==> src/sv/efd_pkg.sv <==
// shared types and constants for the escaped frame deframer
// no dependencies; imported by every module of the block but efd_ram
package efd_pkg;

  // default payload buffer size in bytes (one bank)
  localparam int FRAME_BYTES_DEF = 64;
  // byte count width, covers a full buffer of up to 127 bytes
  localparam int CNT_W = 7;
  localparam int BYTE_W = 8;
  localparam int CFG_IDX_W = 8;

  // configuration register indexes
  localparam logic [CFG_IDX_W-1:0] REG_ESCAPE = 8'd0;
  localparam logic [CFG_IDX_W-1:0] REG_START  = 8'd1;

  // register reset values
  localparam logic [BYTE_W-1:0] ESCAPE_RST = 8'h48;
  localparam logic [BYTE_W-1:0] START_RST  = 8'h10;

  // one finished frame waiting for replay
  typedef struct packed {
    logic             bank;
    logic [CNT_W-1:0] count;
  } desc_t;

  // back part hands a bank back to the front part
  typedef struct packed {
    logic valid;
    logic bank;
  } release_t;

endpackage

==> src/sv/escaped_frame_deframer_top.sv <==
// top level of the escaped frame deframer
// depends on efd_pkg, efd_ram, efd_front, efd_queue, efd_back
//
// channel  direction  handshake         payload
// cfg      in         cfg_valid/ready   cfg_index, cfg_data
// in       in         in_valid/stall    in_rx_byte
// out      out        out_valid/stall   out_payload_byte, out_frame_end
//
// one input byte per cycle unless stalled; the parser writes one byte a cycle
// into a two-bank buffer. a closed frame of n bytes replays at one byte per
// cycle while out_stall is low. input stalls only while the bank to be
// filled is still queued or replaying (two frames outstanding).
// reset is synchronous, active low; no clearing pass is needed.
module escaped_frame_deframer_top
  import efd_pkg::*;
#(
  parameter int FRAME_BYTES = FRAME_BYTES_DEF
) (
  input  logic                 clk,
  input  logic                 rst_n,
  input  logic                 cfg_valid,
  output logic                 cfg_ready,
  input  logic [CFG_IDX_W-1:0] cfg_index,
  input  logic [BYTE_W-1:0]    cfg_data,
  input  logic                 in_valid,
  output logic                 in_stall,
  input  logic [BYTE_W-1:0]    in_rx_byte,
  output logic                 out_valid,
  input  logic                 out_stall,
  output logic [BYTE_W-1:0]    out_payload_byte,
  output logic                 out_frame_end
);

  localparam int IDX_W = (FRAME_BYTES > 1) ? $clog2(FRAME_BYTES) : 1;

  logic              wr_en, rd_en, push, pop, head_valid;
  logic [IDX_W:0]    wr_addr, rd_addr;
  logic [BYTE_W-1:0] wr_data, rd_data;
  desc_t             push_desc, head;
  release_t          rel;

  // config is always taken
  assign cfg_ready = 1'b1;

  efd_front #(.FRAME_BYTES(FRAME_BYTES), .IDX_W(IDX_W)) u_front (
    .clk, .rst_n, .cfg_valid, .cfg_index, .cfg_data,
    .in_valid, .in_stall, .in_rx_byte,
    .wr_en, .wr_addr, .wr_data, .push, .push_desc, .rel
  );

  // two banks of frame storage
  efd_ram #(.WIDTH(BYTE_W), .DEPTH(2 ** (IDX_W + 1))) u_ram (
    .clk, .we(wr_en), .waddr(wr_addr), .wdata(wr_data),
    .re(rd_en), .raddr(rd_addr), .rdata(rd_data)
  );

  efd_queue u_queue (
    .clk, .rst_n, .push, .push_desc, .pop, .head_valid, .head
  );

  efd_back #(.FRAME_BYTES(FRAME_BYTES), .IDX_W(IDX_W)) u_back (
    .clk, .rst_n, .head_valid, .head, .pop, .rel,
    .rd_en, .rd_addr, .rd_data,
    .out_valid, .out_stall, .out_payload_byte, .out_frame_end
  );

endmodule

==> src/sv/efd_ram.sv <==
// generic single write port, single read port ram with registered read
// no dependencies
module efd_ram #(
  parameter int WIDTH = 8,
  parameter int DEPTH = 128
) (
  input  logic                     clk,
  input  logic                     we,
  input  logic [$clog2(DEPTH)-1:0] waddr,
  input  logic [WIDTH-1:0]         wdata,
  input  logic                     re,
  input  logic [$clog2(DEPTH)-1:0] raddr,
  output logic [WIDTH-1:0]         rdata
);

  logic [WIDTH-1:0] mem_r [DEPTH];
  logic [WIDTH-1:0] rdata_r;

  // write port
  always_ff @(posedge clk) begin
    if (we) begin
      mem_r[waddr] <= wdata;
    end
  end

  // read port, data holds while re is low
  always_ff @(posedge clk) begin
    if (re) begin
      rdata_r <= mem_r[raddr];
    end
  end

  assign rdata = rdata_r;

endmodule

==> src/sv/efd_front.sv <==
// front part: config registers, escape parser, payload write into banked buffer
// depends on efd_pkg
module efd_front
  import efd_pkg::*;
#(
  parameter int FRAME_BYTES = FRAME_BYTES_DEF,
  parameter int IDX_W = (FRAME_BYTES > 1) ? $clog2(FRAME_BYTES) : 1
) (
  input  logic                 clk,
  input  logic                 rst_n,
  input  logic                 cfg_valid,
  input  logic [CFG_IDX_W-1:0] cfg_index,
  input  logic [BYTE_W-1:0]    cfg_data,
  input  logic                 in_valid,
  output logic                 in_stall,
  input  logic [BYTE_W-1:0]    in_rx_byte,
  output logic                 wr_en,
  output logic [IDX_W:0]       wr_addr,
  output logic [BYTE_W-1:0]    wr_data,
  output logic                 push,
  output desc_t                push_desc,
  input  release_t             rel
);

  localparam logic [1:0] MODE_HUNT      = 2'd0;
  localparam logic [1:0] MODE_HUNT_ESC  = 2'd1;
  localparam logic [1:0] MODE_FRAME     = 2'd2;
  localparam logic [1:0] MODE_FRAME_ESC = 2'd3;
  localparam logic [CNT_W-1:0] FULL_CNT = CNT_W'(FRAME_BYTES);

  logic [BYTE_W-1:0] escape_r, start_r;
  logic [1:0]        mode_r, mode_nxt;
  logic [CNT_W-1:0]  count_r, count_nxt;
  logic              bank_r, bank_nxt;
  logic [1:0]        busy_r, busy_nxt;
  logic              accept, is_esc, is_start, append, close;

  // config registers
  always_ff @(posedge clk) begin
    if (!rst_n) begin
      escape_r <= ESCAPE_RST;
      start_r  <= START_RST;
    end else if (cfg_valid) begin
      if (cfg_index == REG_ESCAPE) escape_r <= cfg_data;
      if (cfg_index == REG_START)  start_r  <= cfg_data;
    end
  end

  // hold input while the bank being filled is still queued or replaying
  assign in_stall = busy_r[bank_r];
  assign accept   = in_valid && !in_stall;
  assign is_esc   = (in_rx_byte == escape_r);
  assign is_start = (in_rx_byte == start_r);

  // parser
  always_comb begin
    mode_nxt  = mode_r;
    count_nxt = count_r;
    append    = 1'b0;
    close     = 1'b0;
    if (accept) begin
      case (mode_r)
        MODE_HUNT: begin
          if (is_esc) mode_nxt = MODE_HUNT_ESC;
        end
        MODE_HUNT_ESC: begin
          if (is_start) begin
            count_nxt = '0;
            mode_nxt  = MODE_FRAME;
          end else begin
            mode_nxt = MODE_HUNT;
          end
        end
        MODE_FRAME: begin
          if (is_esc) mode_nxt = MODE_FRAME_ESC;
          else        append   = 1'b1;
        end
        MODE_FRAME_ESC: begin
          if (is_start) begin
            close     = 1'b1;
            count_nxt = '0;
            mode_nxt  = MODE_HUNT;
          end else if (is_esc) begin
            append = 1'b1;
          end else begin
            count_nxt = '0;
            mode_nxt  = MODE_HUNT;
          end
        end
        default: mode_nxt = MODE_HUNT;
      endcase
      // append with overflow check
      if (append) begin
        if (count_r >= FULL_CNT) begin
          count_nxt = '0;
          mode_nxt  = MODE_HUNT;
        end else begin
          count_nxt = count_r + 1'b1;
          mode_nxt  = MODE_FRAME;
        end
      end
    end
  end

  assign wr_en   = append && (count_r < FULL_CNT);
  assign wr_addr = {bank_r, count_r[IDX_W-1:0]};
  assign wr_data = in_rx_byte;

  // hand a non-empty frame to the back part
  assign push            = close && (count_r != '0);
  assign push_desc.bank  = bank_r;
  assign push_desc.count = count_r;

  // bank ownership
  always_comb begin
    busy_nxt = busy_r;
    bank_nxt = bank_r;
    if (rel.valid) busy_nxt[rel.bank] = 1'b0;
    if (push) begin
      busy_nxt[bank_r] = 1'b1;
      bank_nxt         = !bank_r;
    end
  end

  always_ff @(posedge clk) begin
    if (!rst_n) begin
      mode_r  <= MODE_HUNT;
      count_r <= '0;
      bank_r  <= 1'b0;
      busy_r  <= '0;
    end else begin
      mode_r  <= mode_nxt;
      count_r <= count_nxt;
      bank_r  <= bank_nxt;
      busy_r  <= busy_nxt;
    end
  end

endmodule

==> src/sv/efd_queue.sv <==
// two-entry queue of finished frame descriptors between front and back
// depends on efd_pkg
module efd_queue
  import efd_pkg::*;
(
  input  logic  clk,
  input  logic  rst_n,
  input  logic  push,
  input  desc_t push_desc,
  input  logic  pop,
  output logic  head_valid,
  output desc_t head
);

  desc_t      q_r [2];
  logic       wptr_r, rptr_r;
  logic [1:0] fill_r;

  // storage, no full check: two banks bound the number of entries
  always_ff @(posedge clk) begin
    if (push) q_r[wptr_r] <= push_desc;
  end

  always_ff @(posedge clk) begin
    if (!rst_n) begin
      wptr_r <= 1'b0;
      rptr_r <= 1'b0;
      fill_r <= '0;
    end else begin
      if (push) wptr_r <= !wptr_r;
      if (pop)  rptr_r <= !rptr_r;
      fill_r <= fill_r + {1'b0, push} - {1'b0, pop};
    end
  end

  assign head_valid = (fill_r != '0);
  assign head       = q_r[rptr_r];

endmodule

==> src/sv/efd_back.sv <==
// back part: replays a queued frame from the buffer through an output register
// depends on efd_pkg
module efd_back
  import efd_pkg::*;
#(
  parameter int FRAME_BYTES = FRAME_BYTES_DEF,
  parameter int IDX_W = (FRAME_BYTES > 1) ? $clog2(FRAME_BYTES) : 1
) (
  input  logic              clk,
  input  logic              rst_n,
  input  logic              head_valid,
  input  desc_t             head,
  output logic              pop,
  output release_t          rel,
  output logic              rd_en,
  output logic [IDX_W:0]    rd_addr,
  input  logic [BYTE_W-1:0] rd_data,
  output logic              out_valid,
  input  logic              out_stall,
  output logic [BYTE_W-1:0] out_payload_byte,
  output logic              out_frame_end
);

  logic [CNT_W-1:0]  idx_r, idx_nxt;
  logic              p1_r, p1_nxt, p1_last_r;
  logic              ov_r, ov_nxt;
  logic [BYTE_W-1:0] ob_r;
  logic              oe_r;
  logic              move1, last;

  // ram data stage advances into the output register when it is free
  assign move1 = p1_r && (!ov_r || !out_stall);
  assign rd_en = head_valid && (!p1_r || move1);
  assign last  = (idx_r + 1'b1) == head.count;

  assign rd_addr   = {head.bank, idx_r[IDX_W-1:0]};
  assign pop       = rd_en && last;
  assign rel.valid = pop;
  assign rel.bank  = head.bank;

  // read index and stage valids
  always_comb begin
    idx_nxt = idx_r;
    if (rd_en) idx_nxt = last ? '0 : idx_r + 1'b1;
    p1_nxt = rd_en || (p1_r && !move1);
    ov_nxt = move1 || (ov_r && out_stall);
  end

  always_ff @(posedge clk) begin
    if (!rst_n) begin
      idx_r <= '0;
      p1_r  <= 1'b0;
      ov_r  <= 1'b0;
    end else begin
      idx_r <= idx_nxt;
      p1_r  <= p1_nxt;
      ov_r  <= ov_nxt;
    end
  end

  // payload registers
  always_ff @(posedge clk) begin
    if (rd_en) p1_last_r <= last;
    if (move1) begin
      ob_r <= rd_data;
      oe_r <= p1_last_r;
    end
  end

  assign out_valid        = ov_r;
  assign out_payload_byte = ob_r;
  assign out_frame_end    = oe_r;

endmodule

==> config.mk <==
export PLATFORM = sky130hd
export DESIGN_NAME = escaped_frame_deframer_top
export DESIGN_NICKNAME = d
export VERILOG_FILES = /design/src/sv/efd_pkg.sv /design/src/sv/escaped_frame_deframer_top.sv /design/src/sv/efd_ram.sv /design/src/sv/efd_front.sv /design/src/sv/efd_queue.sv /design/src/sv/efd_back.sv
export SDC_FILE = /design/constraint.sdc
export NUM_CORES = 1
export LEC_CHECK = 0
export ABC_CLOCK_PERIOD_IN_PS = 3000
export BUFFER_PORTS_ARGS = -buffer_cell sky130_fd_sc_hd__buf_2
export CAP_MARGIN = 10
export CORE_ASPECT_RATIO = 1.1
export CORE_UTILIZATION = 38
export DETAILED_ROUTE_END_ITERATION = 10
export PLACE_DENSITY = 0.59
export SYNTH_ARGS = -nofsm -noshare
export SYNTH_HDL_FRONTEND = slang
export SYNTH_SLANG_ARGS = --single-unit
==> constraint.sdc <==
create_clock -name clk -period 3 [get_ports clk]
set_input_delay 0.15 -clock clk [delete_from_list [all_inputs] [get_ports clk]]
set_output_delay 0.15 -clock clk [all_outputs]
set_load 0.005 [all_outputs]
### Yosys cells after proc, flatten, opt, wreduce, memory -nomap -nowiden

Memory sizes are Yosys's and may differ from the RTL's. A register that Yosys moved wholly into a read port is not among the register bits.
Cells that the tools add are included.

| operators by class | value |
|---|---|
| add/sub/neg operators | 4 |
| multipliers | 0 |
| div/mod/pow operators | 0 |
| $lt $le $gt $ge | 6 |
| equality and inequality tests | 11 |
| shift-type cells | 0 |
| multiplexer cells | 38 |
| bitwise operators | 3 |
| reduce and logical (&&, ||, !) cells | 31 |

Operator list:

| operator | count |
|---|---|
| $mux W7 | 6 |
| $mux W1 | 18 |
| $mux W2 | 9 |
| $eq A8 B8 Y1 | 2 |
| $add A7 B1 Y7 const B | 2 |
| $pmux W7 S2 | 1 |
| $logic_and A1 B1 Y1 | 10 |
| $ne A3 B1 Y1 const B | 3 |
| $eq A8 B1 Y1 const B | 1 |
| $logic_not A1 Y1 | 8 |
| $logic_not A8 Y1 | 1 |
| $pmux W2 S4 | 1 |
| $reduce_and A4 Y1 | 2 |
| $eq A7 B7 Y1 | 1 |
| $ge A7 B7 Y1 const B | 1 |
| $lt A7 B7 Y1 const B | 1 |
| $reduce_bool A7 Y1 | 1 |
| $eq A2 B2 Y1 const B | 2 |
| $logic_or A1 B1 Y1 | 4 |
| $lt A1 B2 Y1 const B | 2 |
| $ne A4 B4 Y1 const B | 1 |
| $reduce_and A2 Y1 | 2 |
| $reduce_bool A3 Y1 | 1 |
| $add A2 B1 Y2 | 1 |
| 10 further kinds | 12 |

| word-level totals | value |
|---|---|
| bits in registers | 51 |
| bits in latches | 0 |
| memory bits (writable) | 1040 |
| memory bits (read-only) | 0 |
| input bits | 29 |
| output and inout port bits | 12 |
| logic and storage cells | 110 |
| memories kept | 2 |

Memory list:

| name | words | bits a word | read ports | clocked after memory_dff | wr ports | line | text |
|---|---|---|---|---|---|---|---|
| u_ram.mem_r | 128 | 8 | 1 | 1 | 1 | efd_ram.sv:16 | `logic [WIDTH-1:0] mem_r [DEPTH];` |
| u_queue.q_r | 2 | 8 | 1 | 1 | 1 | efd_queue.sv:15 | `desc_t q_r [2];` |

### Depth between registers and ports, before layout

| depth | value |
|---|---|
| depth after elaboration | 9 |
| mapped depth | 14 |
| gate-level depth less buffers | 12 |

### Cells and area by module

Synthesis repeated with hierarchy kept, for this count alone.

| second synthesis, totals | value |
|---|---|
| cells, all modules | 1949 |
| area, all modules | 43190.2 sq um |

By module, submodules not included:

| module | times used | cells an instance | area an instance (sq um) | seq. area each (sq um) |
|---|---|---|---|---|
| efd_ram | 1 | 1635 | 39745.6 | 30989.7 |
| efd_front | 1 | 172 | 1627.8 | 560.5 |
| efd_back | 1 | 95 | 1006.0 | 480.5 |
| efd_queue | 1 | 45 | 799.5 | 580.6 |
| escaped_frame_deframer_top | 1 | 2 | 11.3 | 0.0 |

### Least setup slack after synthesis

Ideal clock, no wire load.

| timing | value |
|---|---|
| path kind | register to register |
| from | reg u_front.bank_r |
| to | mem u_ram.mem_r[49][0], enable pin |
| library setup time | 370 ps |
| data arrival time | 2172 ps |
| required time | 2630 ps |
| slack | 457 ps |
| cell stages (with the launch flop) | 9 |
| buffers on the path | 2 |
| clock period less this slack | 2543 ps |
| cells stage by stage | dfxtp_1 buf_2 mux2i_2 nand2_2 or3_4 nor3_2 nand3_2 buf_2 nor2_1 |

| between the ends | value |
|---|---|
| longest elaborated chain between the ends | 8 |

Ends and longest elaborated chain:

| element | line | text |
|---|---|---|
| start: declaration | efd_front.sv:34 | `logic bank_r, bank_nxt;` |
| start signal: assignment | efd_front.sv:134 | `bank_r <= bank_nxt;` |
| $mux W1 (implied by the code) (2 in a row) | efd_front.sv:50 | `assign in_stall = busy_r[bank_r];` |
| $logic_not A1 Y1 | efd_front.sv:51 | `assign accept = in_valid && !in_stall;` |
| $logic_and A1 B1 Y1 | efd_front.sv:51 |  |
| $mux W1 | efd_front.sv:61 | `if (accept) begin` |
| $logic_and A1 B1 Y1 | efd_front.sv:105 | `assign wr_en = append && (count_r < FULL_CNT);` |
| $mux W1 | efd_ram.sv:21 | `if (we) begin` |
| $mux W1 (implied by the code) | efd_ram.sv:22 | `mem_r[waddr] <= wdata;` |
| end: declaration | efd_ram.sv:16 |  |

Several ways; a longest one is shown, not always the timed one. The select of a mux whose other input is x is not followed.

==> results.json <==
{
  "cap_violations": 0,
  "grt_overflow": 0,
  "gp_congestion": 0.825,
  "grt_usage_pct": 17.9,
  "antenna_found_initial": 2,
  "initialDrtViolationCount": 1940,
  "synth-xor-area-share_pct": 0.850,
  "route.detailed.drc": 0,
  "synth.area.mux_share_pct": 14.1,
  "max-vdd-ir-drop_mv": 0.468,
  "syn_area_um2": 43900,
  "required_ps": 3410,
  "synthCells": 2286,
  "post-place-ws_ps": 177,
  "layout-drive-gt1-share_pct": 26.5,
  "synthToLayoutAreaGrowth_pct": 16.2,
  "ant_nets": 0,
  "grt_max_degree": 133,
  "wl_per_cell_um": 24.8,
  "num_rows": 130,
  "synthArstFlopShare_pct": 0,
  "n_fill_cell": 9637,
  "synth_top_area_cell": "edfxtp_1",
  "r2r_slack_ps": 180,
  "hold_path.class": "in -> reg",
  "layout_setup_ws_ps": 184,
  "grt_pass1_wl_mm": 155,
  "cp.arrival_ps": 3230,
  "slew_headroom_pct": 25.0,
  "via_per_inst": 5.27,
  "clock_path_buffers": 3,
  "synthDistinctLibCells": 57,
  "crit_path_max_fanout": 28,
  "die_height_um": 358,
  "start_util_pct": 38.4,
  "ys_seq_elements": 1100,
  "port_buffers": 39,
  "cts_buffers": 109,
  "hold_viol_final": 0,
  "period_share_pct": 93.9,
  "placed_cells": 3968,
  "critPathKind": "reg -> reg",
  "clk_pin_slew_ps": 60,
  "timing.fmax_mhz": 355,
  "yosys-top-cells-area": "edfxtp_1, mux4_2, mux4_1",
  "status": "complete, no violations",
  "leakage_nw": 16.2,
  "holdWs_ps": 42.3,
  "grt_pass1_vias": 23299,
  "chipWidth_um": 326,
  "yosysMostFrequentCell": "edfxtp_1",
  "nets": 2617,
  "synth-edff-count": 1058,
  "synth_compound_gate_area_share_pct": 1.22,
  "ys_seq_area_share_pct": 74.3,
  "clock_skew_ps": 34.7,
  "avgSynthCellArea_um2": 19.2,
  "synth_top_area_share_pct": 72.4,
  "io_pins": 41,
  "clock-root-buffer": "clkbuf_16",
  "power.density_nw_per_um2": 600,
  "dieArea_um2": 117000,
  "synth_fa_ha_area_share_pct": 0.165,
  "synthTopCellsByCount": "edfxtp_1, mux4_2, nor2_1, nand2_1, nand2b_1",
  "synth_top_family_by_area": "multiplexers",
  "fin_crit_ps": 2820,
  "dpl.hpwl_mm": 65.6,
  "synth_flop_cell": "edfxtp_1",
  "cts_tree": "built",
  "drtPass1Iterations": 5,
  "via_count": 22098,
  "finalNonFillerCells": 4193,
  "insertedDiodeCount": 0,
  "core_area_um2": 114000,
  "syn_nets": 2320,
  "drv_slew": 0,
  "routed_wl_mm": 104,
  "htreeDepth": 3,
  "ys_warn_count": 0,
  "fin_setup_tns_ps": 0,
  "rsz0062_at_grt": "no",
  "critPathLaunchType": "register",
  "crit_path_end_kind": "register",
  "cts.sinks": 1100,
  "setup_violations": 0,
  "clk-insertion-delay-late_ps": 690,
  "utilization_pct": 44.6,
  "synthSimpleGateAreaFrac_pct": 7.26,
  "worst_pin_slew_ps": 1130
}
-- layer usage --
metal / track usage [%] / share of wire, % / vias up / routed length [um]
li1: - / - / 9707 / -
met2: 30.6 / 50 / 595 / 52100
met3: 3.48 / 5.8 / 148 / 6050
met1: 23.1 / 41 / 11648 / 42800
met5: 0 / 0 / - / 0
met4: 5.72 / 2.9 / 0 / 3010
-- what timing repair did --
action / CTS / global route
buffers inserted: 0 / 0
hold endpoints to repair: 60 / 0
setup endpoints to repair: 0 / 1
gates resized for setup: 0 / 1
hold buffers: 22 / 0
-- state kept, by name, summed over array words and instances, names as in the netlist, 2 cells and up, named ones only --
register and cells:
u_front.escape_r 8, u_queue.q_r 16, u_ram.rdata 8, u_queue.fill_r 2
u_front.count_r 7, u_back.out_payload_byte 8, u_back.idx_r 7, u_front.busy_r 2
u_ram.mem_r 1024, u_front.start_r 8
-- cell usage in the layout (no fill, tap or decap), drive strengths merged, types with 2 or more instances in the layout --
| cell type | netlist | layout |
|---|---|---|
| xnor2 | 23 | 23 |
| and3 | 33 | 33 |
| mux4 | 256 | 256 |
| dlygate4sd3 | 0 | 22 |
| xor2 | 17 | 17 |
| nor4 | 3 | 3 |
| a21boi | 3 | 3 |
| clkbuf | 40 | 127 |
| nand2 | 154 | 154 |
| a31oi | 50 | 50 |
| a22o | 8 | 8 |
| nand3 | 98 | 98 |
| nor2 | 173 | 173 |
| o21a | 3 | 3 |
| nor3 | 14 | 14 |
| and2 | 9 | 9 |
| a21oi | 7 | 7 |
| ha | 5 | 5 |
| mux2i | 27 | 27 |
| buf | 85 | 289 |
| edfxtp | 1058 | 1058 |
| nor2b | 8 | 8 |
| clkinv | 1 | 57 |
| nand3b | 2 | 2 |
| bufinv | 0 | 10 |
| o21ai | 2 | 2 |
| nand4 | 11 | 11 |
| clkinvlp | 0 | 6 |
| nand2b | 130 | 130 |
| inv | 10 | 14 |
| dfxtp | 42 | 42 |
-- cell families after synthesis --
logic type,after synthesis
muxes,283
other,1
DFF,1100
and+or+nand+nor,641
adders and majority gates,6
buffers and inverters,136
xor gates and xnor gates,41
AOI/OAI and AO/OA,78
-- critical path: stages (launching register included) --
cell and delay, ps:
dfxtp_4 360, buf_12 230, buf_12 280, buf_4 310, mux4_2 550, nand2_1 100
a31oi_1 150, nand3_1 160, a22o_1 290, nor3_2 60
-- layout make-up --
class	count	area (um^2)	area share, %
Sequential cell	1100	32600	64.0
Timing Repair Buffer	311	2510	4.93
Clock inverter	76	658	1.29
Clock buffer	127	2860	5.61
Inverter	11	41.3	0.0810
Multi-Input combinational cell	1050	10400	20.3
Tap cell	1518	1900	3.73
-- metrics by stage --
step	total power [mW]	instance area (um^2)
2_1_floorplan	17.2	43900
3_3_place_gp	17.5	47200
3_5_place_dp	17.5	47200
4_1_cts	30.9	50900
5_1_grt	31.5	50900
6_report	30.6	50900
-- power breakdown --
part           switching [mW]  total, mW  internal, mW
registers            0.000351       16.8          16.8
clock network            5.74       13.4          7.67
logic                   0.305      0.361        0.0559
-- final timing paths --
check / startpoint / end / cells after the start
worst max-delay path: u_back.idx_r[0]$_SDFFE_PN0P_ / u_ram.rdata[7]$_DFFE_PP_ / 9
worst min-delay path: cfg_index[0] / u_front.escape_r[7]$_SDFFE_PN0P_ / 4
worst max register to register: u_back.idx_r[0]$_SDFFE_PN0P_ / u_ram.rdata[7]$_DFFE_PP_ / 9
worst min register to register: u_ram.rdata[7]$_DFFE_PP_ / u_back.out_payload_byte[7]$_DFFE_PP_ / 0
Power figures use the tool's default switching activity.
